<file path="config.mk">
export PLATFORM = sky130hd
export DESIGN_NAME = csti_ctrl
export DESIGN_NICKNAME = d
export VERILOG_FILES = /design/src/rtl/csti_pkg.sv /design/src/rtl/csti_ctrl.sv
export SDC_FILE = /design/constraint.sdc
export NUM_CORES = 1
export LEC_CHECK = 0
export BUFFER_PORTS_ARGS = -buffer_cell sky130_fd_sc_hd__buf_2
export CAP_MARGIN = 30
export CORE_ASPECT_RATIO = 0.75
export CORE_UTILIZATION = 34
export CTS_CLUSTER_DIAMETER = 120
export DETAILED_ROUTE_END_ITERATION = 12
export GPL_TIMING_DRIVEN = 0
export PLACE_DENSITY = 0.65
export SLEW_MARGIN = 0
export SYNTH_ARGS = -nofsm -noshare
export SYNTH_HDL_FRONTEND = slang
export SYNTH_SLANG_ARGS = --single-unit
</file>
<file path="constraint.sdc">
create_clock -name i_clk -period 1.6 [get_ports i_clk]
set_input_delay 0.24 -clock i_clk [delete_from_list [all_inputs] [get_ports i_clk]]
set_output_delay 0.24 -clock i_clk [all_outputs]
set_load 0.05 [all_outputs]
</file>
<file path="src/rtl/csti_pkg.sv">
`timescale 1ns / 1ps
package csti_pkg;

    localparam int unsigned NUM_POINTS_DEF    = 57;
    localparam int unsigned NUM_MATERIALS_DEF = 8;
    localparam int unsigned MAX_POINTS        = 128;
    localparam int unsigned MAX_MATERIALS     = 16;
    localparam int unsigned E_W   = 21;
    localparam int unsigned MAT_W = 3;
    localparam int unsigned OUT_W = 22;
    localparam int unsigned MB_W  = 12;
    localparam int unsigned SEG_W = 7;
    // dx*dc*1000 magnitude: 21 + 12 + 10 bits
    localparam int unsigned NUM_W = 43;
    localparam int unsigned Q_W   = 22;

    typedef struct packed {
        logic start;   // begin an item
        logic load_seg;
        logic div_go;  // start the dividers
        logic take;    // output taken
    } t_cmd;

    typedef struct packed {
        logic div_done;
    } t_sts;

    function automatic logic [E_W-1:0] f_e_kev(input logic [SEG_W-1:0] i);
        logic [E_W-1:0] v;
        v = E_W'(0);
        case (i)
            7'd0: v = 21'd500;      7'd1: v = 21'd1000;     7'd2: v = 21'd1500;
            7'd3: v = 21'd2000;     7'd4: v = 21'd2500;     7'd5: v = 21'd3000;
            7'd6: v = 21'd3500;     7'd7: v = 21'd4000;     7'd8: v = 21'd4500;
            7'd9: v = 21'd5000;     7'd10: v = 21'd5500;    7'd11: v = 21'd6000;
            7'd12: v = 21'd6500;    7'd13: v = 21'd7000;    7'd14: v = 21'd7500;
            7'd15: v = 21'd8000;    7'd16: v = 21'd9000;    7'd17: v = 21'd10000;
            7'd18: v = 21'd11000;   7'd19: v = 21'd12000;   7'd20: v = 21'd13000;
            7'd21: v = 21'd14000;   7'd22: v = 21'd15000;   7'd23: v = 21'd17500;
            7'd24: v = 21'd20000;   7'd25: v = 21'd22500;   7'd26: v = 21'd25000;
            7'd27: v = 21'd30000;   7'd28: v = 21'd35000;   7'd29: v = 21'd40000;
            7'd30: v = 21'd45000;   7'd31: v = 21'd50000;   7'd32: v = 21'd51000;
            7'd33: v = 21'd55000;   7'd34: v = 21'd60000;   7'd35: v = 21'd70000;
            7'd36: v = 21'd80000;   7'd37: v = 21'd90000;   7'd38: v = 21'd100000;
            7'd39: v = 21'd110000;  7'd40: v = 21'd120000;  7'd41: v = 21'd140000;
            7'd42: v = 21'd160000;  7'd43: v = 21'd180000;  7'd44: v = 21'd200000;
            7'd45: v = 21'd225000;  7'd46: v = 21'd250000;  7'd47: v = 21'd275000;
            7'd48: v = 21'd300000;  7'd49: v = 21'd325000;  7'd50: v = 21'd350000;
            7'd51: v = 21'd375000;  7'd52: v = 21'd400000;  7'd53: v = 21'd500000;
            7'd54: v = 21'd700000;  7'd55: v = 21'd1000000; 7'd56: v = 21'd1500000;
            default: v = E_W'(0);
        endcase
        return v;
    endfunction

    typedef logic [MB_W-1:0] t_row [0:56];

    localparam t_row EL0 = '{0,0,0,0,0,321,335,349,363,377,386,395,404,413,423,
        434,456,479,509,539,569,598,628,685,743,783,822,878,915,938,
        813,688,678,641,594,515,448,392,345,305,272,214,167,138,117,
        98,85,77,72,68,67,66,67,77,90,102,108};
    localparam t_row EL1 = '{0,0,0,0,0,91,164,237,311,384,428,473,518,562,607,
        623,654,686,692,699,701,700,700,707,714,737,761,832,905,976,
        993,1010,1007,994,979,921,854,786,720,658,601,490,382,320,274,
        231,202,181,167,159,153,151,151,170,198,220,232};
    localparam t_row EL2 = '{0,0,0,0,0,1,15,30,45,59,109,159,209,259,309,
        364,474,584,668,753,819,867,915,964,1013,1030,1047,1063,1075,1098,
        1121,1143,1153,1192,1240,1293,1306,1289,1250,1198,1137,984,777,669,582,
        499,438,393,361,340,325,317,314,346,389,425,444};
    localparam t_row EL3 = '{0,0,0,0,0,0,17,25,33,77,121,165,208,252,310,
        426,541,634,726,800,855,910,971,1033,1058,1083,1113,1132,1156,1161,
        1165,1175,1216,1268,1337,1368,1368,1343,1300,1245,1092,869,752,657,565,
        496,446,410,384,368,358,353,385,429,468,488,0};
    localparam t_row EL4 = '{0,0,0,0,0,0,0,0,0,0,0,0,0,0,0,
        4,11,19,72,126,207,316,425,704,982,1124,1266,1401,1506,1586,
        1593,1600,1608,1639,1679,1773,1884,2001,2109,2198,2261,2255,1984,1831,1679,
        1506,1359,1240,1146,1070,1022,985,963,997,1053,1119,1186};
    localparam t_row EL5 = '{0,0,0,0,0,0,0,0,0,0,0,0,0,0,0,
        3,10,17,67,118,197,305,412,694,975,1121,1267,1404,1511,1591,
        1600,1610,1618,1649,1689,1782,1893,2010,2120,2211,2276,2275,2006,1852,1700,
        1526,1378,1258,1163,1090,1037,1000,977,1011,1067,1134,1171};
    localparam t_row EL6 = '{0,0,0,0,0,0,0,0,0,0,0,0,0,0,0,
        2,6,10,51,91,161,261,361,654,947,1108,1269,1416,1530,1614,
        1632,1651,1659,1691,1731,1821,1931,2051,2166,2265,2340,2365,2096,1944,1790,
        1613,1460,1335,1235,1159,1103,1063,1038,1072,1129,1198,1236};
    localparam t_row EL7 = '{0,0,0,0,0,0,0,0,0,0,0,0,0,0,0,
        1,4,7,40,74,138,231,325,625,925,1097,1270,1426,1545,1633,
        1659,1684,1692,1725,1765,1853,1962,2083,2203,2309,2392,2423,2170,2020,1865,
        1685,1528,1399,1296,1216,1158,1116,1090,1124,1181,1251,1291};
    localparam t_row IN0 = '{0,0,0,0,0,0,0,0,0,13,78,131,175,212,244,
        271,314,346,370,389,403,413,421,432,434,432,427,412,394,376,
        359,344,288,281,272,257,245,235,228,223,220,223,213,212,212,
        212,213,214,216,217,219,221,223,229,246,261,261};
    localparam t_row IN1 = '{0,0,0,0,123,280,391,474,537,587,626,658,684,705,722,
        736,757,771,780,785,787,787,786,777,764,749,732,699,667,638,
        611,587,530,518,503,478,456,437,422,410,402,397,394,393,392,
        393,395,397,399,402,405,408,411,415,438,457,460};
    localparam t_row IN2 = '{0,0,0,0,0,0,0,17,174,301,404,490,562,623,676,
        721,795,852,896,931,959,981,999,1028,1044,1050,1050,1040,1021,999,
        976,952,920,899,873,834,790,753,719,698,685,672,677,674,673,
        674,675,678,681,685,689,693,697,679,710,735,744};
    localparam t_row IN3 = '{0,0,0,0,0,0,0,63,225,354,460,548,622,685,739,
        786,862,920,966,1003,1032,1055,1073,1104,1121,1128,1128,1118,1100,1077,
        1053,1029,986,966,942,902,859,822,788,765,749,732,736,733,732,
        732,734,737,740,744,748,752,756,736,768,794,805};
    localparam t_row IN4 = '{0,0,0,0,0,0,0,0,0,0,0,0,0,0,0,
        12,286,505,685,833,958,1065,1156,1334,1462,1557,1628,1723,1779,1810,
        1825,1831,1824,1823,1821,1807,1784,1761,1736,1705,1676,1629,1604,1591,1578,
        1574,1568,1564,1560,1555,1551,1546,1541,1549,1599,1641,1666};
    localparam t_row IN5 = '{0,0,0,0,0,0,0,0,0,0,0,0,0,0,0,
        0,265,489,672,823,951,1059,1152,1334,1465,1562,1635,1733,1790,1823,
        1840,1846,1840,1839,1838,1825,1804,1782,1759,1728,1700,1653,1626,1612,1599,
        1594,1588,1583,1578,1573,1568,1562,1557,1568,1618,1659,1686};
    localparam t_row IN6 = '{0,0,0,0,0,0,0,0,0,0,0,0,0,0,0,
        0,149,392,591,757,896,1015,1117,1317,1462,1570,1652,1763,1830,1870,
        1893,1904,1967,1953,1935,1909,1878,1842,1806,1768,1734,1682,1664,1656,1649,
        1647,1647,1647,1648,1649,1650,1651,1653,1644,1695,1738,1766};
    localparam t_row IN7 = '{0,0,0,0,0,0,0,0,0,0,0,0,0,0,0,
        0,90,346,556,731,878,1004,1112,1325,1479,1594,1682,1803,1877,1922,
        1948,1962,2074,2048,2015,1979,1939,1892,1845,1801,1762,1706,1695,1691,1690,
        1691,1695,1699,1705,1712,1718,1725,1733,1711,1763,1807,1836};

    // Look up one millibarn value; inel selects the inelastic table
    function automatic logic [MB_W-1:0] f_mb(input logic inel, input logic [MAT_W-1:0] m,
                                            input logic [SEG_W-1:0] i);
        logic [MB_W-1:0] v;
        logic [5:0]      k;
        k = i[5:0];
        v = MB_W'(0);
        if (i < SEG_W'(57)) begin
            case ({inel, m})
                4'd0: v = EL0[k];  4'd1: v = EL1[k];  4'd2: v = EL2[k];  4'd3: v = EL3[k];
                4'd4: v = EL4[k];  4'd5: v = EL5[k];  4'd6: v = EL6[k];  4'd7: v = EL7[k];
                4'd8: v = IN0[k];  4'd9: v = IN1[k];  4'd10: v = IN2[k]; 4'd11: v = IN3[k];
                4'd12: v = IN4[k]; 4'd13: v = IN5[k]; 4'd14: v = IN6[k]; 4'd15: v = IN7[k];
                default: v = MB_W'(0);
            endcase
        end
        return v;
    endfunction

endpackage

</file>
<file path="src/rtl/csti_ctrl.sv">
`timescale 1ns / 1ps
module csti_ctrl #(
    parameter int unsigned NUM_POINTS = csti_pkg::NUM_POINTS_DEF
) (
    input  logic              i_clk,
    input  logic              i_rst_n,
    input  logic              i_in_valid,
    output logic              o_in_ready,
    output logic              o_out_valid,
    input  logic              i_out_ready,
    input  csti_pkg::t_sts    i_sts,
    output csti_pkg::t_cmd    o_cmd
);
    import csti_pkg::*;

    localparam int unsigned SCAN_W = $clog2(NUM_POINTS);

    typedef enum logic [4:0] {
        S_IDLE = 5'b00001,
        S_SCAN = 5'b00010,
        S_LOAD = 5'b00100,
        S_DIV  = 5'b01000,
        S_OUT  = 5'b10000
    } t_state;

    t_state              r_state, n_state;
    logic [SCAN_W-1:0]   r_cnt, n_cnt;

    assign o_in_ready  = (r_state == S_IDLE);
    assign o_out_valid = (r_state == S_OUT);

    // Sequence: scan breakpoints, load segment, divide, present
    always_comb begin
        n_state = r_state;
        n_cnt   = r_cnt;
        o_cmd   = '0;
        case (r_state)
            S_IDLE: begin
                if (i_in_valid) begin
                    o_cmd.start = 1'b1;
                    n_cnt       = '0;
                    n_state     = S_SCAN;
                end
            end
            S_SCAN: begin
                if (r_cnt == SCAN_W'(NUM_POINTS - 2)) n_state = S_LOAD;
                else n_cnt = r_cnt + SCAN_W'(1);
            end
            S_LOAD: begin
                o_cmd.load_seg = 1'b1;
                n_state        = S_DIV;
            end
            S_DIV: begin
                if (i_sts.div_done) n_state = S_OUT;
            end
            S_OUT: begin
                if (i_out_ready) begin
                    o_cmd.take = 1'b1;
                    n_state    = S_IDLE;
                end
            end
            default: n_state = S_IDLE;
        endcase
        o_cmd.div_go = (r_state == S_LOAD);
    end

    always_ff @(posedge i_clk) begin
        if (!i_rst_n) begin
            r_state <= S_IDLE;
            r_cnt   <= '0;
        end else begin
            r_state <= n_state;
            r_cnt   <= n_cnt;
        end
    end

    a_onehot: assert property (@(posedge i_clk) disable iff (!i_rst_n) $onehot(r_state))
        else $error("state not one-hot");
    a_noacc_busy: assert property (@(posedge i_clk) disable iff (!i_rst_n)
        o_out_valid |-> !o_in_ready) else $error("accept while result pending");
    a_out_hold: assert property (@(posedge i_clk) disable iff (!i_rst_n)
        (o_out_valid && !i_out_ready) |=> o_out_valid) else $error("result dropped");
endmodule

</file>
# [Word level (Yosys, flattened, before mapping)]
# Index checks and enable logic that the tools add are counted.
[classes] n_addsub=1 eq_ne=11 muxes=13 n_reduce_logical=3
[op_table] op="5-bit one-hot mux with 5 select lines" n=1
[op_table] op="5-bit two-way mux" n=4
[op_table] op="6-bit two-way mux" n=2
[op_table] op="6-bit one-hot mux with 2 select lines" n=1
[op_table] op="2-bit != test (second input constant)" n=4
[op_table] op="6-bit by 1-bit adder with 6-bit output (second input constant)" n=1
[op_table] op="6-bit == test (second input constant)" n=1
[op_table] op="5-bit by 1-bit == test with 1-bit output (second input constant)" n=1
[op_table] op="5-bit by 2-bit == test with 1-bit output (second input constant)" n=1
[op_table] op="5-bit by 3-bit == test with 1-bit output (second input constant)" n=1
[op_table] op="5-bit by 4-bit == test with 1-bit output (second input constant)" n=1
[op_table] op="5-bit == test (second input constant)" n=1
[op_table] op="1-bit two-way mux" n=5
[op_table] op="4-bit AND reduction" n=1
[op_table] op="3-bit AND reduction" n=1
[op_table] op="2-bit by 1-bit != test with 1-bit output (second input constant)" n=1
[op_table] op="2-bit nonzero test" n=1
[totals] regBits=11 inputBits=5 output_inout_bits=6 wordCells=30

# [Logic depth before layout (Yosys ltp)]
# Gate-level depths: netlist of run 1.
[logic_depth] word_depth=3 mapped_depth=5 depth_no_buf=5

# [Least setup slack after synthesis of run 1]
# OpenSTA, ideal clock, no wires.
[synth_timing] path_type="flip-flop to output port" startpoint="register r_state[0]" endpoint="output o_cmd[0] (netlist name)" t_arrival_ns=2.453 t_required_ns=1.360 path_slack_ns=-1.093 stages_incl_launch_ff=4 n_path_buf=0 path_cell_list="dfxtp_1 or3_1 nor3_1 and2_1"
[synth_lines] element="start, declared" line="csti_ctrl.sv:26" rtl="t_state r_state, n_state;"
[synth_lines] element="start signal, assigned" line="csti_ctrl.sv:72" rtl="r_state <= n_state;"
[synth_lines] element="end, declared" line="csti_ctrl.sv:12" rtl="output csti_pkg::t_cmd o_cmd"

==> results of run 1 <==
==> state kept, by name, indices dropped and copies added (netlist names) <==
| name | cells |
|---|---|
| r_cnt | 6 |
| r_state | 5 |
==> synthesized netlist by cell type (2+ instances only) <==
| cell | n | area (µm²) |
|---|---|---|
| sky130_fd_sc_hd__dfxtp_1 | 11 | 220.2 |
| sky130_fd_sc_hd__nor2_1 | 10 | 37.54 |
| sky130_fd_sc_hd__inv_1 | 5 | 18.77 |
| sky130_fd_sc_hd__a21oi_1 | 4 | 20.02 |
| sky130_fd_sc_hd__nand2_1 | 4 | 15.01 |
| sky130_fd_sc_hd__nand3_1 | 4 | 20.02 |
| sky130_fd_sc_hd__nor3_1 | 4 | 20.02 |
| sky130_fd_sc_hd__o21ai_0 | 4 | 20.02 |
| sky130_fd_sc_hd__o221a_1 | 2 | 22.52 |
==> power by group <==
group          total, mW  internal, mW  leakage (nW)  switching [mW]
clock              0.187        0.0966        0.0150          0.0899
sequential         0.290         0.283        0.0901         0.00755
combinational      0.141        0.0587         0.212          0.0822
==> through the flow <==
step	worst slack [ns]	area, µm²	utilization [%]	cells
floorplan	-0.2066	624.3	-	72
global route	-0.1512	822.0	52.64	114
detailed placement	0.03079	700.7	44.87	103
finish	-0.08905	822.0	52.64	114
CTS	-0.1111	767.0	49.12	110
global placement	0.04582	700.7	44.87	103
==> how the worst max path moves through the flow <==
stage	slack [ns]	start	cells after the start	endpoint
6_report	-0.09	r_state[0]	4	o_cmd[0]
5_1_grt	-0.15	r_state[0]	4	o_cmd[0]
4_1_cts	-0.11	r_state[0]	4	o_cmd[0]
3_5_place_dp	0.03	r_state[0]	4	o_cmd[0]
3_3_place_gp	0.05	r_state[0]	4	o_cmd[0]
2_1_floorplan	-0.21	r_state[0]	3	o_cmd[0]
==> cells by family (layout without fill, tap and decap cells) <==
| group | count (synthesis) | after routing |
|---|---|---|
| adder cells (fa/ha/maj) | 1 | 1 |
| flip-flops | 11 | 11 |
| AO/OA/AOI/OAI | 18 | 18 |
| XOR/XNOR | 1 | 1 |
| buffers and inverters | 6 | 27 |
| AND/OR/NAND/NOR | 35 | 35 |
==> worst max-delay path, delay by kind of cell (launching register included) <==
family,cells,cell delay (ns)
and+or+nand+nor,3,0.71
buffers and inverters,1,0.13
DFF,1,0.34
==> what timing repair did <==
action                                 CTS  global route
buffers inserted                         3             4
resized for setup                        6            10
pin swaps                                4             3
endpoints found under the hold margin    0             0
setup endpoints to repair                5             6
==> area by class of cell <==
type,instances,area [µm²],share of cell area (%)
Tap cell,21,26.28,3.196
Clock buffer,4,26.28,3.196
Sequential cell,11,226.5,27.55
Multi-Input combinational cell,55,379.1,46.12
Timing Repair Buffer,17,137.6,16.74
Buffer,1,7.507,0.9132
Inverter,5,18.77,2.283
==> routing by layer <==
| layer | wire, µm | vias to the layer above |
|---|---|---|
| li1 | - | 311 |
| met1 | 680 | 270 |
| met2 | 610 | 9 |
| met3 | 54 | 4 |
| met4 | 31 | 0 |
| met5 | 0 | - |
==> out/summary.txt, run 1 <==
SETUP PATH
------------------------------------------------------------------------------------------
Largest driver fanout on the critical path                                               2
Critical path class                                                             reg -> out
Number of cells traversed by the worst register-to-register path                         5
Element type at the critical path start                                           register
Data arrival, critical path                                                        1.45 ns
Worst-path cell with the longest stage delay                                  sky130_fd_sc_hd__or3_4
Cell breakdown of the critical path                                           or3_4, nor3_4, and2_4, buf_8
Critical path required time                                                        1.36 ns
Crit path capture type                                                        primary output
FF-to-FF setup slack                                                               0.15 ns
Delay of the slowest cell on the worst path                                        0.41 ns
R2R Path End                                                                      r_cnt[2]
Source of the worst register-to-register timing path                              r_cnt[0]

FLOORPLANNING
------------------------------------------------------------------------------------------
Die width                                                                         50.63 µm
Ports                                                                                   11
Die Outline Area                                                              0.001948 mm²
Starting utilization of the core area                                               38.62%
Area of the core                                                              0.001562 mm²
Site Rows                                                                               12
Die height                                                                        38.48 µm

SYNTH
------------------------------------------------------------------------------------------
Post-Synth XOR/XNOR Area                                                            1.452%
Syn. warnings                                                                            0
Complex-gate fraction of the synthesized area                                       22.41%
Number of cells produced by synthesis                                                   72
Synth Flop Type                                                               sky130_fd_sc_hd__dfxtp_1
Area of the mapped netlist                                                       603.1 µm²
Async set-reset flop share out of synthesis                                             0%
Syn Nets                                                                                78
Sequential-to-total area share from yosys stat                                      36.51%
Number of synthesized register bits                                                     11
Synthesized-area fraction occupied by and/or/nand/nor cells                         33.20%
Adder-cell share of the synthesized area                                            2.075%
EDFF count, synth                                                                        0
Per-instance average area after synthesis                                        8.376 µm²
Multiplexer area fraction after synthesis                                               0%
Synth cell types                                                                        33
Combinational family with the most area after synthesis                       simple AND/OR/NAND/NOR gates

LAYOUT
------------------------------------------------------------------------------------------
Number of nets in the finished design                                                  100
Commonest cells after routing, fill and taps aside                            sky130_fd_sc_hd__nor2_1 (10), sky130_fd_sc_hd__buf_4 (9), sky130_fd_sc_hd__dfxtp_1 (8), sky130_fd_sc_hd__inv_1 (5), sky130_fd_sc_hd__buf_2 (5)
Area added between synthesis and finish                                             36.31%
Fill cell instance count of the final layout                                           149
Most common library cell in the layout ignoring fill and taps                 sky130_fd_sc_hd__nor2_1
Share of post-route cells with drive strength above 1                               36.56%
Antenna diode count                                                                      0

GLOBAL ROUTING
------------------------------------------------------------------------------------------
Number of antenna violations at the first check in global routing                        0
Vias in the first global route                                                         516
Global route hottest layer                                                            met2
Wire length of the first global-routing pass                                      2.318 mm
Global routing met3 resource utilization                                            5.952%
Global routing usage on met1                                                        21.85%
Largest net degree at the start of global routing                                        9
GRT met2 Usage                                                                      25.67%
GRT overflow                                                                             0
Gr usage total                                                                      17.35%

CLOCK TREE
------------------------------------------------------------------------------------------
Clock root buffer                                                             sky130_fd_sc_hd__clkbuf_4
Hold buffers post-CTS                                                                    0
Number of H-tree branching levels                                                        1
Clock Latency Late Sink                                                            0.27 ns
Sink Count                                                                              11
Number of buffers inserted during clock tree synthesis                                   3
Buffer depth of the longest clock path                                                   2
CTS tree                                                                             built
Clock edge transition at the registers on the reported setup and hold paths        0.06 ns

DRT
------------------------------------------------------------------------------------------
Via count normalized by instance count                                               5.211
Number of iterations in the first detailed-routing pass                                  4
Antenna-violating nets left                                                              0
Iter 0 DRT Violations                                                                    8
Count of vias placed by the detailed router                                            594
DRC errors left                                                                          0
Average routed wire per standard cell                                             12.08 µm
Post-Route WL                                                                     1.377 mm

WORST HOLD PATH
------------------------------------------------------------------------------------------
Worst min-delay path endpoint                                                     r_cnt[5]
Hold path cells                                                                          2
Type of the tightest min-delay check                                             in -> reg
Worst min-delay path startpoint                                                    i_rst_n

STA
------------------------------------------------------------------------------------------
Slack of the critical path                                                     -0.08905 ns
Post-layout min period                                                            1.689 ns
Final Hold Violating Endpoints                                                           0
Number of setup violations in the final report                                           2
Worst slew pin tran                                                              0.2742 ns
Relative slew margins                                                               81.70%
Pins Over Slew Limit                                                                     0
Final critical-path share of the clock period                                       105.6%
Setup TNS after final layout                                                    -0.1565 ns
Unrepaired setup endpoints after global routing                                        yes
Worst hold margin                                                                0.2566 ns
Max Clock Freq                                                                   592.0 MHz
Setup Skew                                                                     0.001538 ns

PWR
------------------------------------------------------------------------------------------
PD cells                                                                      751.4 mW/mm²
Max IR drop VDD                                                                   495.7 µV
Static Leak                                                                      0.3166 nW
Design Power                                                                     0.6177 mW

STATUS
------------------------------------------------------------------------------------------
Failing checks                                                                negative setup slack
Outcome                                                                       finished, violations left

RUN
------------------------------------------------------------------------------------------
Reported max-cap violation count                                                         0

PLACE
------------------------------------------------------------------------------------------
Gp weighted congestion                                                              0.8051
Port bufs                                                                               10
Half-perimeter wire length after detailed placement                               954.1 µm

Note: power is estimated with default switching activity, not from simulation.
==> run 2, diff against run 1 <==
--- a/config.mk
+++ b/config.mk
@@ -5,6 +5,7 @@
 export SDC_FILE = /design/constraint.sdc
 export NUM_CORES = 1
 export LEC_CHECK = 0
+export ABC_AREA = 1
 export BUFFER_PORTS_ARGS = -buffer_cell sky130_fd_sc_hd__buf_2
 export CAP_MARGIN = 30
 export CORE_ASPECT_RATIO = 0.75
==> out/summary.txt, run 2 <==
DRT
------------------------------------------------------------------------------------------
DRC errors left                                                                          0
Post-Route WL                                                                     1.470 mm
Via count normalized by instance count                                               4.636
Iter 0 DRT Violations                                                                   10
Count of vias placed by the detailed router                                            649
Number of iterations in the first detailed-routing pass                                  4
Average routed wire per standard cell                                             10.50 µm
Antenna-violating nets left                                                              0

SYNTH
------------------------------------------------------------------------------------------
Number of synthesized register bits                                                     11
Syn Nets                                                                               104
Cell types occupying the most area after synthesis                            sky130_fd_sc_hd__dfxtp_1 (33%), sky130_fd_sc_hd__nand2_1 (12%), sky130_fd_sc_hd__inv_1 (8.4%)
Number of cells produced by synthesis                                                   98
Sequential-to-total area share from yosys stat                                      32.90%
EDFF count, synth                                                                        0
Synth cell types                                                                        18
Synth Flop Type                                                               sky130_fd_sc_hd__dfxtp_1
Top-count cell post-synth                                                     sky130_fd_sc_hd__nand2_1
Per-instance average area after synthesis                                        6.831 µm²
Post-synth top cells                                                          sky130_fd_sc_hd__nand2_1 (22), sky130_fd_sc_hd__inv_1 (15), sky130_fd_sc_hd__nor2_1 (14)
Share of the synthesized area in the top cell type                                  32.90%
Syn. warnings                                                                            0
Async set-reset flop share out of synthesis                                             0%
Yosys top cell by area                                                        sky130_fd_sc_hd__dfxtp_1
Area of the mapped netlist                                                       669.4 µm²

STA
------------------------------------------------------------------------------------------
Setup Skew                                                                     0.002313 ns
Slack of the critical path                                                      0.09198 ns
Final Hold Violating Endpoints                                                           0
Relative slew margins                                                               82.65%
Worst slew pin tran                                                              0.2621 ns
Worst hold margin                                                                0.2062 ns
Setup TNS after final layout                                                          0 ns
Max Clock Freq                                                                   663.1 MHz
Unrepaired setup endpoints after global routing                                         no
Final critical-path share of the clock period                                       94.25%
Post-layout min period                                                            1.508 ns
Pins Over Slew Limit                                                                     0
Number of setup violations in the final report                                           0

LAYOUT
------------------------------------------------------------------------------------------
Finished Cell Area                                                               864.6 µm²
Most common library cell in the layout ignoring fill and taps                 sky130_fd_sc_hd__nand2_1
Fill cell instance count of the final layout                                           192
Number of nets in the finished design                                                  125
Top flop regs                                                                 r_cnt (6), r_state (5)
Final design utilization                                                            48.32%
Commonest cells after routing, fill and taps aside                            sky130_fd_sc_hd__nand2_1 (22), sky130_fd_sc_hd__inv_1 (12), sky130_fd_sc_hd__nor2_1 (12), sky130_fd_sc_hd__buf_4 (8), sky130_fd_sc_hd__dfxtp_1 (8)
Final non-filler cell total                                                            140
Max FFs per register                                                                     6
Share of post-route cells with drive strength above 1                               33.90%
Register with the most flip-flops                                                    r_cnt
Area added between synthesis and finish                                             29.16%
Antenna diode count                                                                      0

PWR
------------------------------------------------------------------------------------------
Internal power component                                                         0.5823 mW
Static Leak                                                                      0.4387 nW
Design Power                                                                      1.008 mW
Net Sw Power                                                                     0.4252 mW
Portion of total power attributed to the clock network                               19.6%
Max IR drop VDD                                                                   772.1 µV
Combinational fraction of design power                                               47.2%
PD cells                                                                       1165 mW/mm²
Portion of total power attributed to sequential cells                                33.3%
Fraction of power spent switching nets                                              42.21%

SETUP PATH
------------------------------------------------------------------------------------------
Data arrival, critical path                                                        1.27 ns
Largest driver fanout on the critical path                                               3
Critical path class                                                             reg -> out
Element type at the critical path start                                           register
Crit path capture type                                                        primary output
Critical path required time                                                        1.36 ns

GLOBAL ROUTING
------------------------------------------------------------------------------------------
Largest net degree at the start of global routing                                       10
Wire length of the first global-routing pass                                      2.139 mm
GRT overflow                                                                             0
Gr usage total                                                                      14.91%
Vias in the first global route                                                         510
Number of antenna violations at the first check in global routing                        0

RUN
------------------------------------------------------------------------------------------
Reported max-cap violation count                                                         0

FLOORPLANNING
------------------------------------------------------------------------------------------
Ports                                                                                   11
Die Outline Area                                                              0.002152 mm²
Die width                                                                         53.24 µm
Site Rows                                                                               13
Area of the core                                                              0.001789 mm²
Die height                                                                        40.43 µm
Starting utilization of the core area                                               37.41%

PLACE
------------------------------------------------------------------------------------------
Worst slack at placement                                                         0.1332 ns
Port bufs                                                                                9
Half-perimeter wire length after detailed placement                               1.029 mm
Gp weighted congestion                                                              0.7628
Number of placed cells counting well taps                                              129
Placement Cell Area                                                              745.7 µm²

CLOCK TREE
------------------------------------------------------------------------------------------
Clock root buffer                                                             sky130_fd_sc_hd__clkbuf_4
CTS tree                                                                             built
Buffer depth of the longest clock path                                                   2
Sink Count                                                                              11
Hold buffers post-CTS                                                                    0
Clock Latency Late Sink                                                            0.28 ns
Clock edge transition at the registers on the reported setup and hold paths        0.07 ns
Number of H-tree branching levels                                                        1
Number of buffers inserted during clock tree synthesis                                   3

STATUS
------------------------------------------------------------------------------------------
Outcome                                                                       finished clean

WORST HOLD PATH
------------------------------------------------------------------------------------------
Type of the tightest min-delay check                                             in -> reg

-- run 2: cell count changes in the layout (fill, tap and decap cells not counted), sizes merged, moves of 2 or more --
cell / change
nor2: +7
o221a: -2
nand3: +3
and2: -3
nand4: +3
nand2: +24
nor2b: -2
a21oi: +3
inv: +10
nor3: -3
-- run 2: final timing paths --
check	to	slack, ns	cells after the start	start
max	o_in_ready	0.09	5	r_state[0]
min	r_state[0]	0.21	2	i_rst_n
max reg2reg	r_state[4]	0.21	10	r_cnt[1]
min reg2reg	r_cnt[0]	0.47	1	r_cnt[0]
-- run 2: layer usage --
layer,global-route usage [%],vias up,routed length [µm]
met5,0,-,0
li1,-,347,-
met4,5.921,0,15
met1,17.80,291,676
met2,23.44,7,732
met3,6.818,4,46
-- run 2: kinds of logic after synthesis --
family | Yosys count | synth area share (%)
DFF | 11 | 32.90
adders and majority gates | 1 | 1.869
AOI/OAI and AO/OA | 10 | 7.475
and+or+nand+nor | 58 | 45.61
buffers and inverters | 18 | 12.15
-- run 2: critical path: stages, from the launching register on --
cell                         delay (ns)
sky130_fd_sc_hd__dfxtp_2           0.36
sky130_fd_sc_hd__inv_2             0.05
sky130_fd_sc_hd__nor2_2            0.12
sky130_fd_sc_hd__nand3_2           0.09
sky130_fd_sc_hd__clkinvlp_4        0.11
sky130_fd_sc_hd__buf_2             0.26
-- run 2: repair_timing --
action,CTS,global route
setup buffers,3,4
endpoints found under the setup margin,4,5
gates resized for setup,6,9
endpoints found under the hold margin,0,0
pin swaps,3,4
-- run 2: final cells by class --
cell class                 count  area [µm²]  area share, %
buffer                         2       21.27          2.460
clock buffer                   4       26.28          3.039
inverter                      16       63.81          7.381
multi-input combinational     69       387.9          44.86
sequential                    11       224.0          25.90
tap                           22       27.53          3.184
timing repair buffer          16       113.9          13.17
-- run 2: power groups by stage --
stage	clock network (mW)	registers [mW]	logic, mW
floorplan	0	0.323	0.312
global route	0.225	0.341	0.520
CTS	0.206	0.327	0.406
detailed placement	0	0.329	0.373
global placement	0	0.328	0.366
finish	0.197	0.335	0.475
==> run 3, diff against run 2 <==
--- a/config.mk
+++ b/config.mk
@@ -8,12 +8,12 @@
 export ABC_AREA = 1
 export BUFFER_PORTS_ARGS = -buffer_cell sky130_fd_sc_hd__buf_2
 export CAP_MARGIN = 30
-export CORE_ASPECT_RATIO = 0.75
-export CORE_UTILIZATION = 34
+export CORE_AREA = 2 2 39 41
 export CTS_CLUSTER_DIAMETER = 120
 export DETAILED_ROUTE_END_ITERATION = 12
+export DIE_AREA = 0 0 41 43
 export GPL_TIMING_DRIVEN = 0
-export PLACE_DENSITY = 0.65
+export PLACE_DENSITY = 0.72
 export SLEW_MARGIN = 0
 export SYNTH_ARGS = -nofsm -noshare
 export SYNTH_HDL_FRONTEND = slang
==> out/summary.txt, run 3 (synthesis results as in run 2) <==
CLOCK TREE
------------------------------------------------------------------------------------------
Clock edge transition at the registers on the reported setup and hold paths        0.07 ns
Buffer depth of the longest clock path                                                   2
Number of buffers inserted during clock tree synthesis                                   3
Hold buffers post-CTS                                                                    0
Number of H-tree branching levels                                                        1
Clock Latency Late Sink                                                            0.26 ns
Sink Count                                                                              11
CTS tree                                                                             built
Clock root buffer                                                             sky130_fd_sc_hd__clkbuf_4

STA
------------------------------------------------------------------------------------------
Final Hold Violating Endpoints                                                           0
Number of setup violations in the final report                                           0
Pins Over Slew Limit                                                                     0
Relative slew margins                                                               83.59%
Final critical-path share of the clock period                                       94.41%
Worst hold margin                                                                0.2226 ns
Slack of the critical path                                                      0.08944 ns
Unrepaired setup endpoints after global routing                                        yes
Setup Skew                                                                     0.003650 ns
Post-layout min period                                                            1.511 ns
Max Clock Freq                                                                   662.0 MHz
Worst slew pin tran                                                              0.2478 ns

LAYOUT
------------------------------------------------------------------------------------------
Register with the most flip-flops                                                    r_cnt
Commonest cells after routing, fill and taps aside                            sky130_fd_sc_hd__nand2_1 (22), sky130_fd_sc_hd__inv_1 (13), sky130_fd_sc_hd__nor2_1 (12), sky130_fd_sc_hd__dfxtp_1 (8), sky130_fd_sc_hd__a21oi_1 (7)
Number of nets in the finished design                                                  119
Share of post-route cells with drive strength above 1                               29.46%
Final non-filler cell total                                                            128
Max FFs per register                                                                     6
Area added between synthesis and finish                                             21.12%
Top flop regs                                                                 r_cnt (6), r_state (5)
Most common library cell in the layout ignoring fill and taps                 sky130_fd_sc_hd__nand2_1
Antenna diode count                                                                      0

GLOBAL ROUTING
------------------------------------------------------------------------------------------
Global route hottest layer                                                            met2
Wire length of the first global-routing pass                                      2.014 mm
Global routing met3 resource utilization                                            3.141%
Number of antenna violations at the first check in global routing                        0
GRT overflow                                                                             0
Vias in the first global route                                                         527
Largest net degree at the start of global routing                                       10
Global routing usage on met1                                                        20.60%
Gr usage total                                                                      16.73%
GRT met2 Usage                                                                      25.62%

PLACE
------------------------------------------------------------------------------------------
Half-perimeter wire length after detailed placement                               896.7 µm
Gp weighted congestion                                                              0.7130
Number of placed cells counting well taps                                              123
Worst slack at placement                                                         0.1481 ns
Port bufs                                                                                9

SETUP PATH
------------------------------------------------------------------------------------------
Crit path capture type                                                        primary output
Data arrival, critical path                                                        1.27 ns
Total buffers and inverters traversed by the critical path                               3
Element type at the critical path start                                           register
Source of the worst register-to-register timing path                              r_cnt[1]
FF-to-FF setup slack                                                               0.21 ns
Start point of the critical path                                                r_state[2]
Worst-path cell with the longest stage delay                                  sky130_fd_sc_hd__dfxtp_2
Critical path required time                                                        1.36 ns
Delay of the slowest cell on the worst path                                        0.34 ns
Top cell family by delay on the critical path                                 simple AND/OR/NAND/NOR gates
Number of cells traversed by the worst register-to-register path                        10
Cell breakdown of the critical path                                           nor2_4, nand3_2, clkinvlp_4, nand2_4, inv_2, buf_8
Largest driver fanout on the critical path                                               5
Worst setup path endpoint                                                         o_cmd[3]
Critical path class                                                             reg -> out
Number of logic stages on the critical path including buffering                          6
R2R Path End                                                                    r_state[4]

DRT
------------------------------------------------------------------------------------------
Average routed wire per standard cell                                             9.367 µm
Count of vias placed by the detailed router                                            621
DRC errors left                                                                          0
Post-Route WL                                                                     1.199 mm
Iter 0 DRT Violations                                                                    4
Via count normalized by instance count                                               4.852
Number of iterations in the first detailed-routing pass                                  4
Antenna-violating nets left                                                              0

WORST HOLD PATH
------------------------------------------------------------------------------------------
Type of the tightest min-delay check                                             in -> reg

FLOORPLANNING
------------------------------------------------------------------------------------------
Starting utilization of the core area                                               48.37%
Die width                                                                            41 µm
Site Rows                                                                               14
Ports                                                                                   11
Area of the core                                                              0.001384 mm²
Die Outline Area                                                              0.001763 mm²
Die height                                                                           43 µm

PWR
------------------------------------------------------------------------------------------
Static Leak                                                                      0.4125 nW
Portion of total power attributed to the clock network                               19.9%
Combinational fraction of design power                                               44.2%
Fraction of power spent switching nets                                              42.24%
Portion of total power attributed to sequential cells                                35.9%
Max IR drop VDD                                                                   660.3 µV
PD cells                                                                       1140 mW/mm²
Net Sw Power                                                                     0.3903 mW
Internal power component                                                         0.5337 mW

STATUS
------------------------------------------------------------------------------------------
Outcome                                                                       finished clean

RUN
------------------------------------------------------------------------------------------
Reported max-cap violation count                                                         0

## run 3: cell count changes in the layout (fill, tap and decap cells not counted)
| cell | delta |
|---|---|
| sky130_fd_sc_hd__inv_2 | -1 |
| sky130_fd_sc_hd__clkbuf_4 | +1 |
| sky130_fd_sc_hd__buf_2 | -1 |
| sky130_fd_sc_hd__inv_1 | +1 |
| sky130_fd_sc_hd__buf_6 | -1 |
| sky130_fd_sc_hd__buf_4 | -5 |
## run 3: final cells by class
cell class	instances	area, µm²
fillers	141	573.1
well taps	16	20.02
repair buffers	10	67.56
clock buffers	4	26.28
multi-input cells	69	387.9
inverters	16	63.81
plain buffers	2	21.27
flip-flops and latches	11	224.0
## run 3: per-layer routing
layer  up-vias  share of wire, %
li1        338                 -
met5         -                 0
met4         0               2.3
met1       268                45
met3         4               5.0
met2        11                48
## run 3: power by group through the flow
| stage | logic, mW | clock network (mW) | registers [mW] |
|---|---|---|---|
| 6_report | 0.409 | 0.184 | 0.332 |
| 5_1_grt | 0.450 | 0.211 | 0.336 |
| 4_1_cts | 0.375 | 0.190 | 0.324 |
| 3_5_place_dp | 0.369 | 0 | 0.328 |
| 3_3_place_gp | 0.364 | 0 | 0.326 |
| 2_1_floorplan | 0.312 | 0 | 0.323 |
## run 3: worst min-delay path by stage
stage | from | end | slack [ns] | cells after the start
3_3_place_gp | r_cnt[5] | r_cnt[5] | 0.45 | 2
4_1_cts | i_rst_n | r_state[0] | 0.23 | 2
6_report | i_rst_n | r_state[0] | 0.22 | 2
3_5_place_dp | r_cnt[0] | r_cnt[0] | 0.45 | 1
2_1_floorplan | r_cnt[0] | r_cnt[0] | 0.43 | 1
5_1_grt | i_rst_n | r_state[4] | 0.23 | 3
## run 3: timing repair
| item | 4_1_cts | 5_1_grt |
|---|---|---|
| setup endpoints to repair | 3 | 5 |
| pin swaps | 0 | 2 |
| buffers inserted | 0 | 1 |
| gates resized for setup | 4 | 10 |
| gates cloned | 0 | 0 |
## run 3: per-stage QoR
step           util, %  power (mW)  cell area [µm²]  setup TNS [ns]
2_1_floorplan        -      0.6350            673.1               0
3_3_place_gp     53.35      0.6909            738.2               0
3_5_place_dp     53.35      0.6970            738.2               0
4_1_cts          55.88      0.8896            773.2               0
5_1_grt          58.59      0.9971            810.8       -0.002906
6_report         58.59      0.9241            810.8               0
